### src/hdl/fcg_pkg.sv
// Shared types, constants and blend helpers for the four-corner gradient color block.
// Used by every module under hdl; depends on nothing else.
`default_nettype none

package fcg_pkg;

   localparam int FRAC_BITS = 16;
   localparam int POS_W     = FRAC_BITS + 1;
   localparam int CHAN_W    = 8;
   localparam int NUM_CHAN  = 3;
   localparam int COLOR_W   = CHAN_W * NUM_CHAN;
   localparam int COUNT_W   = 3;
   localparam int CSR_IDX_W = 3;
   localparam int DIFF_W    = CHAN_W + 1;
   localparam int PROD_W    = DIFF_W + POS_W + 1;
   localparam int SH_W      = PROD_W - FRAC_BITS;

   localparam logic [POS_W-1:0] ONE_POS = POS_W'(1) << FRAC_BITS;

   localparam logic [CSR_IDX_W-1:0] CSR_COUNT  = CSR_IDX_W'(0);
   localparam logic [CSR_IDX_W-1:0] CSR_COLOR0 = CSR_IDX_W'(1);
   localparam logic [CSR_IDX_W-1:0] CSR_COLOR1 = CSR_IDX_W'(2);
   localparam logic [CSR_IDX_W-1:0] CSR_COLOR2 = CSR_IDX_W'(3);
   localparam logic [CSR_IDX_W-1:0] CSR_COLOR3 = CSR_IDX_W'(4);

   typedef logic [COLOR_W-1:0] color_type;
   typedef logic [POS_W-1:0] pos_type;
   typedef logic [NUM_CHAN-1:0][CHAN_W-1:0] chan_array_type;
   typedef logic signed [PROD_W-1:0] prod_type;
   typedef logic signed [NUM_CHAN-1:0][PROD_W-1:0] prod_array_type;

   typedef struct packed {
      color_type tl;
      color_type tr;
      color_type bl;
      color_type br;
   } corner_type;

   // Channel k of a packed color; k = 0 is red.
   function automatic logic [CHAN_W-1:0] chan_of(color_type c, int k);
      return c[(NUM_CHAN - 1 - k) * CHAN_W +: CHAN_W];
   endfunction

   // (b - a) * t, the part of a*(S-t) + b*t that is not a multiple of S.
   function automatic prod_type lerp_mul(logic [CHAN_W-1:0] a, logic [CHAN_W-1:0] b,
                                         pos_type t);
      logic signed [DIFF_W-1:0] diff;
      logic signed [POS_W:0]    ts;
      diff = $signed({1'b0, b}) - $signed({1'b0, a});
      ts   = $signed({1'b0, t});
      return diff * ts;
   endfunction

   // a + floor(p / S); the true result always lies in 0..255.
   function automatic logic [CHAN_W-1:0] lerp_add(logic [CHAN_W-1:0] a, prod_type p);
      logic signed [SH_W-1:0] sh;
      logic signed [SH_W-1:0] sum;
      sh  = p[PROD_W-1:FRAC_BITS];
      sum = SH_W'($signed({1'b0, a})) + sh;
      return sum[CHAN_W-1:0];
   endfunction

endpackage

`default_nettype wire

### src/hdl/fcg_csr.sv
// Configuration registers and the corner mapping chosen by the color count.
// Depends on fcg_pkg.
`default_nettype none

module fcg_csr (
   input  wire logic                           clock,
   input  wire logic                           reset,
   input  wire logic                           csr_valid,
   output logic                                csr_ready,
   input  wire logic [fcg_pkg::CSR_IDX_W-1:0]  csr_index,
   input  wire logic [fcg_pkg::COLOR_W-1:0]    csr_data,
   output fcg_pkg::corner_type                 corners
);
   import fcg_pkg::*;

   logic [COUNT_W-1:0] count_ff;
   color_type          color0_ff;
   color_type          color1_ff;
   color_type          color2_ff;
   color_type          color3_ff;
   logic               write;

   assign csr_ready = 1'b1;
   assign write     = csr_valid & csr_ready;

   always_ff @(posedge clock) begin
      if (reset) begin
         count_ff  <= COUNT_W'(1);
         color0_ff <= '0;
         color1_ff <= '0;
         color2_ff <= '0;
         color3_ff <= '0;
      end else if (write) begin
         unique case (csr_index)
            CSR_COUNT:  count_ff  <= csr_data[COUNT_W-1:0];
            CSR_COLOR0: color0_ff <= csr_data;
            CSR_COLOR1: color1_ff <= csr_data;
            CSR_COLOR2: color2_ff <= csr_data;
            CSR_COLOR3: color3_ff <= csr_data;
            default: ;
         endcase
      end
   end

   // A count of zero acts as one, and anything above four acts as four.
   always_comb begin
      corners.tl = color0_ff;
      unique case (count_ff)
         COUNT_W'(2): begin
            corners.tr = color0_ff;
            corners.bl = color1_ff;
            corners.br = color1_ff;
         end
         COUNT_W'(3): begin
            corners.tr = color1_ff;
            corners.bl = color2_ff;
            corners.br = color2_ff;
         end
         COUNT_W'(0), COUNT_W'(1): begin
            corners.tr = color0_ff;
            corners.bl = color0_ff;
            corners.br = color0_ff;
         end
         default: begin
            corners.tr = color1_ff;
            corners.bl = color3_ff;
            corners.br = color2_ff;
         end
      endcase
   end

endmodule

`default_nettype wire

### src/hdl/fcg_hblend.sv
// Horizontal blend of the top and bottom rows by u: a multiply stage, then an add stage.
// Depends on fcg_pkg; the vertical position rides along for the next unit.
`default_nettype none

module fcg_hblend (
   input  wire logic                    clock,
   input  wire logic                    reset,
   input  wire logic                    in_valid,
   input  wire fcg_pkg::pos_type        in_u,
   input  wire fcg_pkg::pos_type        in_v,
   input  wire fcg_pkg::corner_type     corners,
   output logic                         out_valid,
   output fcg_pkg::pos_type             out_v,
   output fcg_pkg::chan_array_type      out_top,
   output fcg_pkg::chan_array_type      out_bot
);
   import fcg_pkg::*;

   logic           mul_valid_ff;
   pos_type        mul_v_ff;
   prod_array_type top_prod_ff;
   prod_array_type bot_prod_ff;
   chan_array_type top_left_ff;
   chan_array_type bot_left_ff;

   logic           add_valid_ff;
   pos_type        add_v_ff;
   chan_array_type top_ff;
   chan_array_type bot_ff;

   always_ff @(posedge clock) begin
      if (reset) begin
         mul_valid_ff <= 1'b0;
         add_valid_ff <= 1'b0;
      end else begin
         mul_valid_ff <= in_valid;
         add_valid_ff <= mul_valid_ff;
      end
   end

   always_ff @(posedge clock) begin
      mul_v_ff <= in_v;
      add_v_ff <= mul_v_ff;
      for (int k = 0; k < NUM_CHAN; k++) begin
         top_left_ff[k] <= chan_of(corners.tl, k);
         bot_left_ff[k] <= chan_of(corners.bl, k);
         top_prod_ff[k] <= lerp_mul(chan_of(corners.tl, k), chan_of(corners.tr, k), in_u);
         bot_prod_ff[k] <= lerp_mul(chan_of(corners.bl, k), chan_of(corners.br, k), in_u);
         top_ff[k]      <= lerp_add(top_left_ff[k], top_prod_ff[k]);
         bot_ff[k]      <= lerp_add(bot_left_ff[k], bot_prod_ff[k]);
      end
   end

   assign out_valid = add_valid_ff;
   assign out_v     = add_v_ff;
   assign out_top   = top_ff;
   assign out_bot   = bot_ff;

endmodule

`default_nettype wire

### src/hdl/fcg_vblend.sv
// Vertical blend of the two row values by v: a multiply stage, then the result register.
// Depends on fcg_pkg.
`default_nettype none

module fcg_vblend (
   input  wire logic                    clock,
   input  wire logic                    reset,
   input  wire logic                    in_valid,
   input  wire fcg_pkg::pos_type        in_v,
   input  wire fcg_pkg::chan_array_type in_top,
   input  wire fcg_pkg::chan_array_type in_bot,
   output logic                         out_valid,
   output fcg_pkg::chan_array_type      out_color
);
   import fcg_pkg::*;

   logic           mul_valid_ff;
   prod_array_type prod_ff;
   chan_array_type top_ff;
   logic           res_valid_ff;
   chan_array_type res_ff;

   always_ff @(posedge clock) begin
      if (reset) begin
         mul_valid_ff <= 1'b0;
         res_valid_ff <= 1'b0;
      end else begin
         mul_valid_ff <= in_valid;
         res_valid_ff <= mul_valid_ff;
      end
   end

   always_ff @(posedge clock) begin
      for (int k = 0; k < NUM_CHAN; k++) begin
         top_ff[k]  <= in_top[k];
         prod_ff[k] <= lerp_mul(in_top[k], in_bot[k], in_v);
         res_ff[k]  <= lerp_add(top_ff[k], prod_ff[k]);
      end
   end

   assign out_valid = res_valid_ff;
   assign out_color = res_ff;

endmodule

`default_nettype wire

### src/hdl/four_corner_gradient_color.sv
// Top level of the four-corner gradient color block: input stage, blend pipeline, registers.
// Depends on fcg_pkg, fcg_csr, fcg_hblend and fcg_vblend.
`default_nettype none

// A request (pos_u, pos_v in Q1.16, values above 1.0 clamp to 1.0) is taken on any
// cycle with start high; busy never rises, so one request per clock is sustained.
// Each request gives one color, shown for a single cycle with rsp_strobe high, through
// one input register plus two multiply/add pairs, one for the horizontal and one for the
// vertical blend. The receiver cannot stall the output, so results must be taken when the
// strobe is high. The user must write the color registers through the csr port only while
// no request is in flight; the block itself does not enforce this.
module four_corner_gradient_color (
   input  wire logic                          clock,
   input  wire logic                          reset,
   input  wire logic                          start,
   output logic                               busy,
   input  wire logic [fcg_pkg::POS_W-1:0]     req_pos_u,
   input  wire logic [fcg_pkg::POS_W-1:0]     req_pos_v,
   output logic                               rsp_strobe,
   output logic [fcg_pkg::CHAN_W-1:0]         rsp_red,
   output logic [fcg_pkg::CHAN_W-1:0]         rsp_green,
   output logic [fcg_pkg::CHAN_W-1:0]         rsp_blue,
   input  wire logic                          csr_valid,
   output logic                               csr_ready,
   input  wire logic [fcg_pkg::CSR_IDX_W-1:0] csr_index,
   input  wire logic [fcg_pkg::COLOR_W-1:0]   csr_data
);
   import fcg_pkg::*;

   corner_type     corners;
   logic           in_valid_ff;
   pos_type        u_ff;
   pos_type        v_ff;
   logic           h_valid;
   pos_type        h_v;
   chan_array_type h_top;
   chan_array_type h_bot;
   logic           v_valid;
   chan_array_type color;

   assign busy = 1'b0;

   always_ff @(posedge clock) begin
      if (reset) begin
         in_valid_ff <= 1'b0;
      end else begin
         in_valid_ff <= start & ~busy;
      end
   end

   always_ff @(posedge clock) begin
      u_ff <= (req_pos_u > ONE_POS) ? ONE_POS : req_pos_u;
      v_ff <= (req_pos_v > ONE_POS) ? ONE_POS : req_pos_v;
   end

   fcg_csr u_csr (
      .clock     (clock),
      .reset     (reset),
      .csr_valid (csr_valid),
      .csr_ready (csr_ready),
      .csr_index (csr_index),
      .csr_data  (csr_data),
      .corners   (corners)
   );

   fcg_hblend u_hblend (
      .clock     (clock),
      .reset     (reset),
      .in_valid  (in_valid_ff),
      .in_u      (u_ff),
      .in_v      (v_ff),
      .corners   (corners),
      .out_valid (h_valid),
      .out_v     (h_v),
      .out_top   (h_top),
      .out_bot   (h_bot)
   );

   fcg_vblend u_vblend (
      .clock     (clock),
      .reset     (reset),
      .in_valid  (h_valid),
      .in_v      (h_v),
      .in_top    (h_top),
      .in_bot    (h_bot),
      .out_valid (v_valid),
      .out_color (color)
   );

   assign rsp_strobe = v_valid;
   assign rsp_red    = color[0];
   assign rsp_green  = color[1];
   assign rsp_blue   = color[2];

endmodule

`default_nettype wire
### config.mk
export PLATFORM = sky130hd
export DESIGN_NAME = four_corner_gradient_color
export DESIGN_NICKNAME = d
export VERILOG_FILES = /design/src/hdl/fcg_pkg.sv /design/src/hdl/fcg_csr.sv /design/src/hdl/fcg_hblend.sv /design/src/hdl/fcg_vblend.sv /design/src/hdl/four_corner_gradient_color.sv
export SDC_FILE = /design/constraint.sdc
export NUM_CORES = 2
export LEC_CHECK = 0
export BUFFER_PORTS_ARGS = -buffer_cell sky130_fd_sc_hd__buf_4
export CAP_MARGIN = 10
export CORE_MARGIN = 3
export CORE_UTILIZATION = 25
export DETAILED_ROUTE_END_ITERATION = 10
export GPL_TIMING_DRIVEN = 1
export PLACE_DENSITY = 0.5
export REMOVE_ABC_BUFFERS = 1
export SLEW_MARGIN = 20
export SYNTH_ARGS = -nofsm -noshare
export SYNTH_HDL_FRONTEND = slang
export SYNTH_HIERARCHICAL = 1
export SYNTH_SLANG_ARGS = --single-unit
### constraint.sdc
create_clock -name clock -period 9.46 [get_ports clock]
set_input_delay 0.473 -clock clock [delete_from_list [all_inputs] [get_ports clock]]
set_output_delay 0.473 -clock clock [all_outputs]
set_load 0.03 [all_outputs]
* After elaboration in Yosys (flattened, before gate mapping)
Index checks and enable logic that the tools add are counted.
W data, S select, Z words.
** Word-level totals
- Register bits after elaboration :: 532
- Memories :: 0
- Bits of input ports :: 65
- Output and inout bits :: 27
- RAM bits :: 0
- Bits in read-only memories :: 0
- Bits in latches :: 0
- Word-level logic and storage cells :: 86
** Operators by class
- Reduce and logical (&&, ||, !) cells :: 8
- Shift operators :: 0
- Mux-type cells :: 1
- Bitwise logic cells :: 0
- Equal/unequal tests :: 7
- Multiply operators :: 9
- Magnitude comparators :: 2
- $add $sub $neg :: 18
- Div/mod/pow operators :: 0
** Operators with widths (number)
- $mul A9 B18 Y24 :: 9
- $pmux W72 S3 :: 1
- $sub A8 B8 Y9 :: 9
- $add A8 B8 Y8 :: 9
- $gt A17 B17 Y1 const B :: 2
- $eq A3 B2 Y1 const B :: 4
- $reduce_and A2 Y1 :: 5
- $eq A3 B1 Y1 const B :: 2
- $logic_not A3 Y1 :: 2
- $eq A3 B3 Y1 const B :: 1
- $reduce_or A2 Y1 :: 1

* Logic depth before layout (Yosys ltp)
- Depth in word-level cells :: 5
- Depth in mapped cells :: 33
- Mapped depth without buffers :: 30

* Hierarchy
Netlist, hierarchy kept.
** Modules (own cells, without submodules)
- fcg_hblend :: area an instance 32929.1 um2, cells an instance 3379, times used 1, sequential area each 3603.5 um2
- fcg_vblend :: area an instance 16279.4 um2, cells an instance 1694, times used 1, sequential area each 1481.4 um2
- fcg_csr :: area an instance 5353.9 um2, cells an instance 548, times used 1, sequential area each 1981.9 um2
- four_corner_gradient_color :: area an instance 1066.0 um2, cells an instance 84, times used 1, sequential area each 700.7 um2

* Worst setup path after synthesis
No wires, ideal clock.
- Path type :: register to register
- Start point :: register u_csr.count_ff[2]
- End point :: register u_hblend/bot_prod_ff[23] in the netlist's numbering
- Setup time :: 121 ps
- Slack :: 1865 ps
- Required time :: 9339 ps
- Stages on the path, launching flop included :: 31
- Path buffers :: 3
- Arrival time :: 7475 ps
- Period minus slack after synthesis :: 7595 ps
- Cell sequence :: dfxtp_1 > buf_2 > clkbuf_1 > or3b_1 > o211ai_1 > inv_1 > ha_1 > fa_1 > nand2b_1 > a21boi_0 > o31ai_1 > nand2b_1 > xor2_1 > clkbuf_1 > nand2_1 > fa_1 > fa_1 > inv_1 > fa_1 > fa_1 > inv_1 > fa_1 > inv_1 > ha_1 > or4_4 > a2111oi_2 > o41a_1 > nor2b_2 > a311o_2 > a221o_1 > xnor2_1
** RTL lines
- from (decl) :: RTL line fcg_csr.sv:16 : logic [COUNT_W-1:0] count_ff;
- from (signal assigned) :: RTL line fcg_csr.sv:35 : CSR_COUNT: count_ff <= csr_data[COUNT_W-1:0];
- to (signal, indexed assignment) :: RTL line fcg_hblend.sv:48 : bot_prod_ff[k] <= lerp_mul(chan_of(corners.bl, k), chan_of(corners.br, k), in_u);
- to (decl) :: RTL line fcg_hblend.sv:22 : prod_array_type bot_prod_ff;

==> reports/results.ini <==
[run_status]
outcome = completed

[worst_setup_path]
crit_path_top_delay_cell = dfxtp_1
crit_family = adder cells
path_buf_inv = 6
path_class = flip-flop to flip-flop
critPathLaunchType = flip-flop
worstPathArrival_ns = 9.01
cp.required_ns = 9.99
crit_path_end_kind = flip-flop
cpMostUsedCell = fa_1
critPathMaxStageDelay_ns = 0.74
path_max_fanout = 30

[layout]
layout.nets = 7330
drive_above_1_share_pct = 6.87
syn_to_final_growth_pct = 10.9

[clocking]
cts_inserted_buffers = 48
clk_latency_ns = 0.64
ctsLongestPathBuffers = 3
cts-root-buf = clkbuf_16
clk_pin_slew_ns = 0.07
htree_levels = 2
cts_tree = yes
clock-sinks = 388

[floorplanning]
die_area_um2 = 228000
die_h_um = 478
rows = 172
core_area_um2 = 220000
ios = 92
fp.dieW_um = 478
initial_utilization_pct = 25.2

[global_route]
grt_pass1_vias = 41500
antenna_found_initial = 11
grt_pass1_wl_um = 240000
grt_max_degree = 104
grt_usage_pct = 13.3
grt_overflow = 0

[synthesis]
netlist.area_leader.share_pct = 34.7
synth_top_family_by_area = adder cells
ys_types = 88
avgSynthCellArea_um2 = 9.75
synth_area_leaders = fa_1 35%, dfxtp_1 14%, ha_1 14%
synth_area_um2 = 55600
ys_ff_latch = 388
synth.area.mux_share_pct = 2.81
yosys_warnings = 6
synthCells = 5705
synth-edff-count = 0
synth-xor-area-share_pct = 3.52
synth_simple_gate_area_share_pct = 19.2
async_flop_share_pct = 0
synth-compound-area-share_pct = 4.73
synth.largest_area_cell = fa_1
synth_ff_type = dfxtp_1
yosysSeqAreaShare_pct = 14.0
synthAdderAreaFrac_pct = 48.2

[place]
place_congestion = 0.805
dp_hpwl_um = 114000
io_buffers = 89

[timing]
tns_ns = 0
timing_worst_slew_pin_value_ns = 1.07
setup_viol = 0
drv_slew = 0
clock_skew_ns = 0.0359
fin_crit_sh_pct = 89.6
fmax_ghz = 0.118
final_hold_viol_count = 0
layout_min_cycle_time_ns = 8.48
rsz0062_at_grt = false
holdWs_ns = 0.0637
max_slew_margin_pct = 28.4

[drt]
wirelength_um = 149000
dr.pass1.iters = 5
drtIter0Drc = 1538
ant_nets = 0
dr_total_vias = 37600
wl_per_cell_um = 17.2
drc = 0
viasPerCell = 4.33

[flow_run]
maxCapViolCount = 0

[worst_hold_path]
hold_path_class = input port to flip-flop

==> cell usage in the layout, fill, tap and decap left out, types with 6 or more instances in the layout <==
| master | count |
|---|---|
| and4_1 | 6 |
| buf_4 | 207 |
| o21ai_0 | 46 |
| a31oi_1 | 7 |
| or3b_1 | 25 |
| o31ai_1 | 12 |
| nand2b_1 | 415 |
| nor2_1 | 190 |
| a21boi_0 | 15 |
| a21oi_1 | 107 |
| clkbuf_16 | 50 |
| nand2_1 | 331 |
| inv_1 | 834 |
| nand4_1 | 7 |
| fa_1 | 963 |
| xnor2_1 | 171 |
| o21bai_1 | 29 |
| and2_1 | 675 |
| clkinv_2 | 9 |
| or3_1 | 10 |
| mux2_1 | 20 |
| xor2_1 | 47 |
| a211o_1 | 7 |
| bufinv_16 | 7 |
| a21o_1 | 41 |
| mux2i_1 | 129 |
| ha_1 | 603 |
| dfxtp_1 | 368 |
| dfxtp_2 | 16 |
| nor4_2 | 10 |
| o21a_1 | 21 |
| nand4b_1 | 8 |
| nor3_1 | 49 |
| or2_2 | 39 |
| nor2b_1 | 73 |
| nand3_1 | 19 |
| o211ai_1 | 49 |
==> cell usage after synthesis (all sizes together), types with 10 or more instances <==
master    n
dfxtp   388
or3b     26
nand2b  416
clkbuf  235
nand3    19
buf      31
xor2     47
or2      39
nor2    190
mux2i   129
o31ai    12
a21boi   16
fa      963
or3      10
mux2     24
and2    676
o21ai    48
o211ai   49
nor4     15
xnor2   174
a21oi   108
o21bai   29
nand2   331
nor2b    74
inv     834
o21a     21
a21o     41
nor3     50
ha      603
==> cell type report <==
cell class | count | area, um^2
Clock inverter | 29 | 378
Multi-Input combinational cell | 4217 | 43700
Timing Repair Buffer | 210 | 1590
Sequential cell | 388 | 7800
Inverter | 834 | 3130
Antenna cell | 4 | 10.0
Fill cell | 23400 | 159000
Clock buffer | 59 | 1340
Tap cell | 2958 | 3700
==> kinds of logic after synthesis <==
family / after synthesis
AO/OA/AOI/OAI: 382
XOR/XNOR: 222
adder cells (fa/ha/maj): 1566
buffers and inverters: 1100
flip-flops: 388
multiplexers: 153
other: 2
AND/OR/NAND/NOR: 1892
==> layer usage <==
metal  share of wire [%]  up-vias  global-route usage, %
met5               0.031        -                      0
met4                 2.1        8                   3.00
met3                 4.0      132                   1.92
met2                  46      553                   21.8
met1                  48    19300                   18.4
li1                    -    17600                      -
==> metrics by stage <==
stage	setup WS, ns	cell area [um^2]	utilization, %	instances
after floorplan	0.220	54600	-	5439
after global placement	0.990	59900	27.2	8605
after detailed placement	0.955	59900	27.2	8605
after CTS	0.909	61600	28.0	8695
after global routing	0.371	61700	28.0	8695
final	0.982	61700	28.0	8699
==> final timing paths <==
check / from / endpoint / slack (ns) / cells past startpoint
worst max-delay path: u_csr/count_ff[1] / u_hblend/bot_prod_ff[23] / 0.98 / 29
worst min-delay path: start / in_valid_ff / 0.06 / 2
worst max register to register: u_csr/count_ff[1] / u_hblend/bot_prod_ff[23] / 0.98 / 29
worst min register to register: u_hblend/mul_v_ff[3] / u_hblend/out_v[3] / 0.33 / 0
==> worst register-to-register path: cells and delay by family (launching register included) <==
family / cells / cell delay, ns
AO/OA/AOI/OAI: 7 / 2.05
flip-flops: 1 / 0.74
XOR/XNOR: 2 / 0.27
adder cells (fa/ha/maj): 8 / 3.25
AND/OR/NAND/NOR: 6 / 1.27
buffers and inverters: 6 / 0.81
==> repair_timing <==
| action | 4_1_cts | 5_1_grt |
|---|---|---|
| buffers inserted | 0 | 0 |
| endpoints found under the hold margin | 3 | 0 |
| endpoints found under the setup margin | 0 | 0 |
| gates resized for setup | 0 | 0 |
| hold buffers | 2 | 0 |
Power is not shown: default switching activity piles up to over one toggle a cycle in this logic, so the estimate is an artifact.
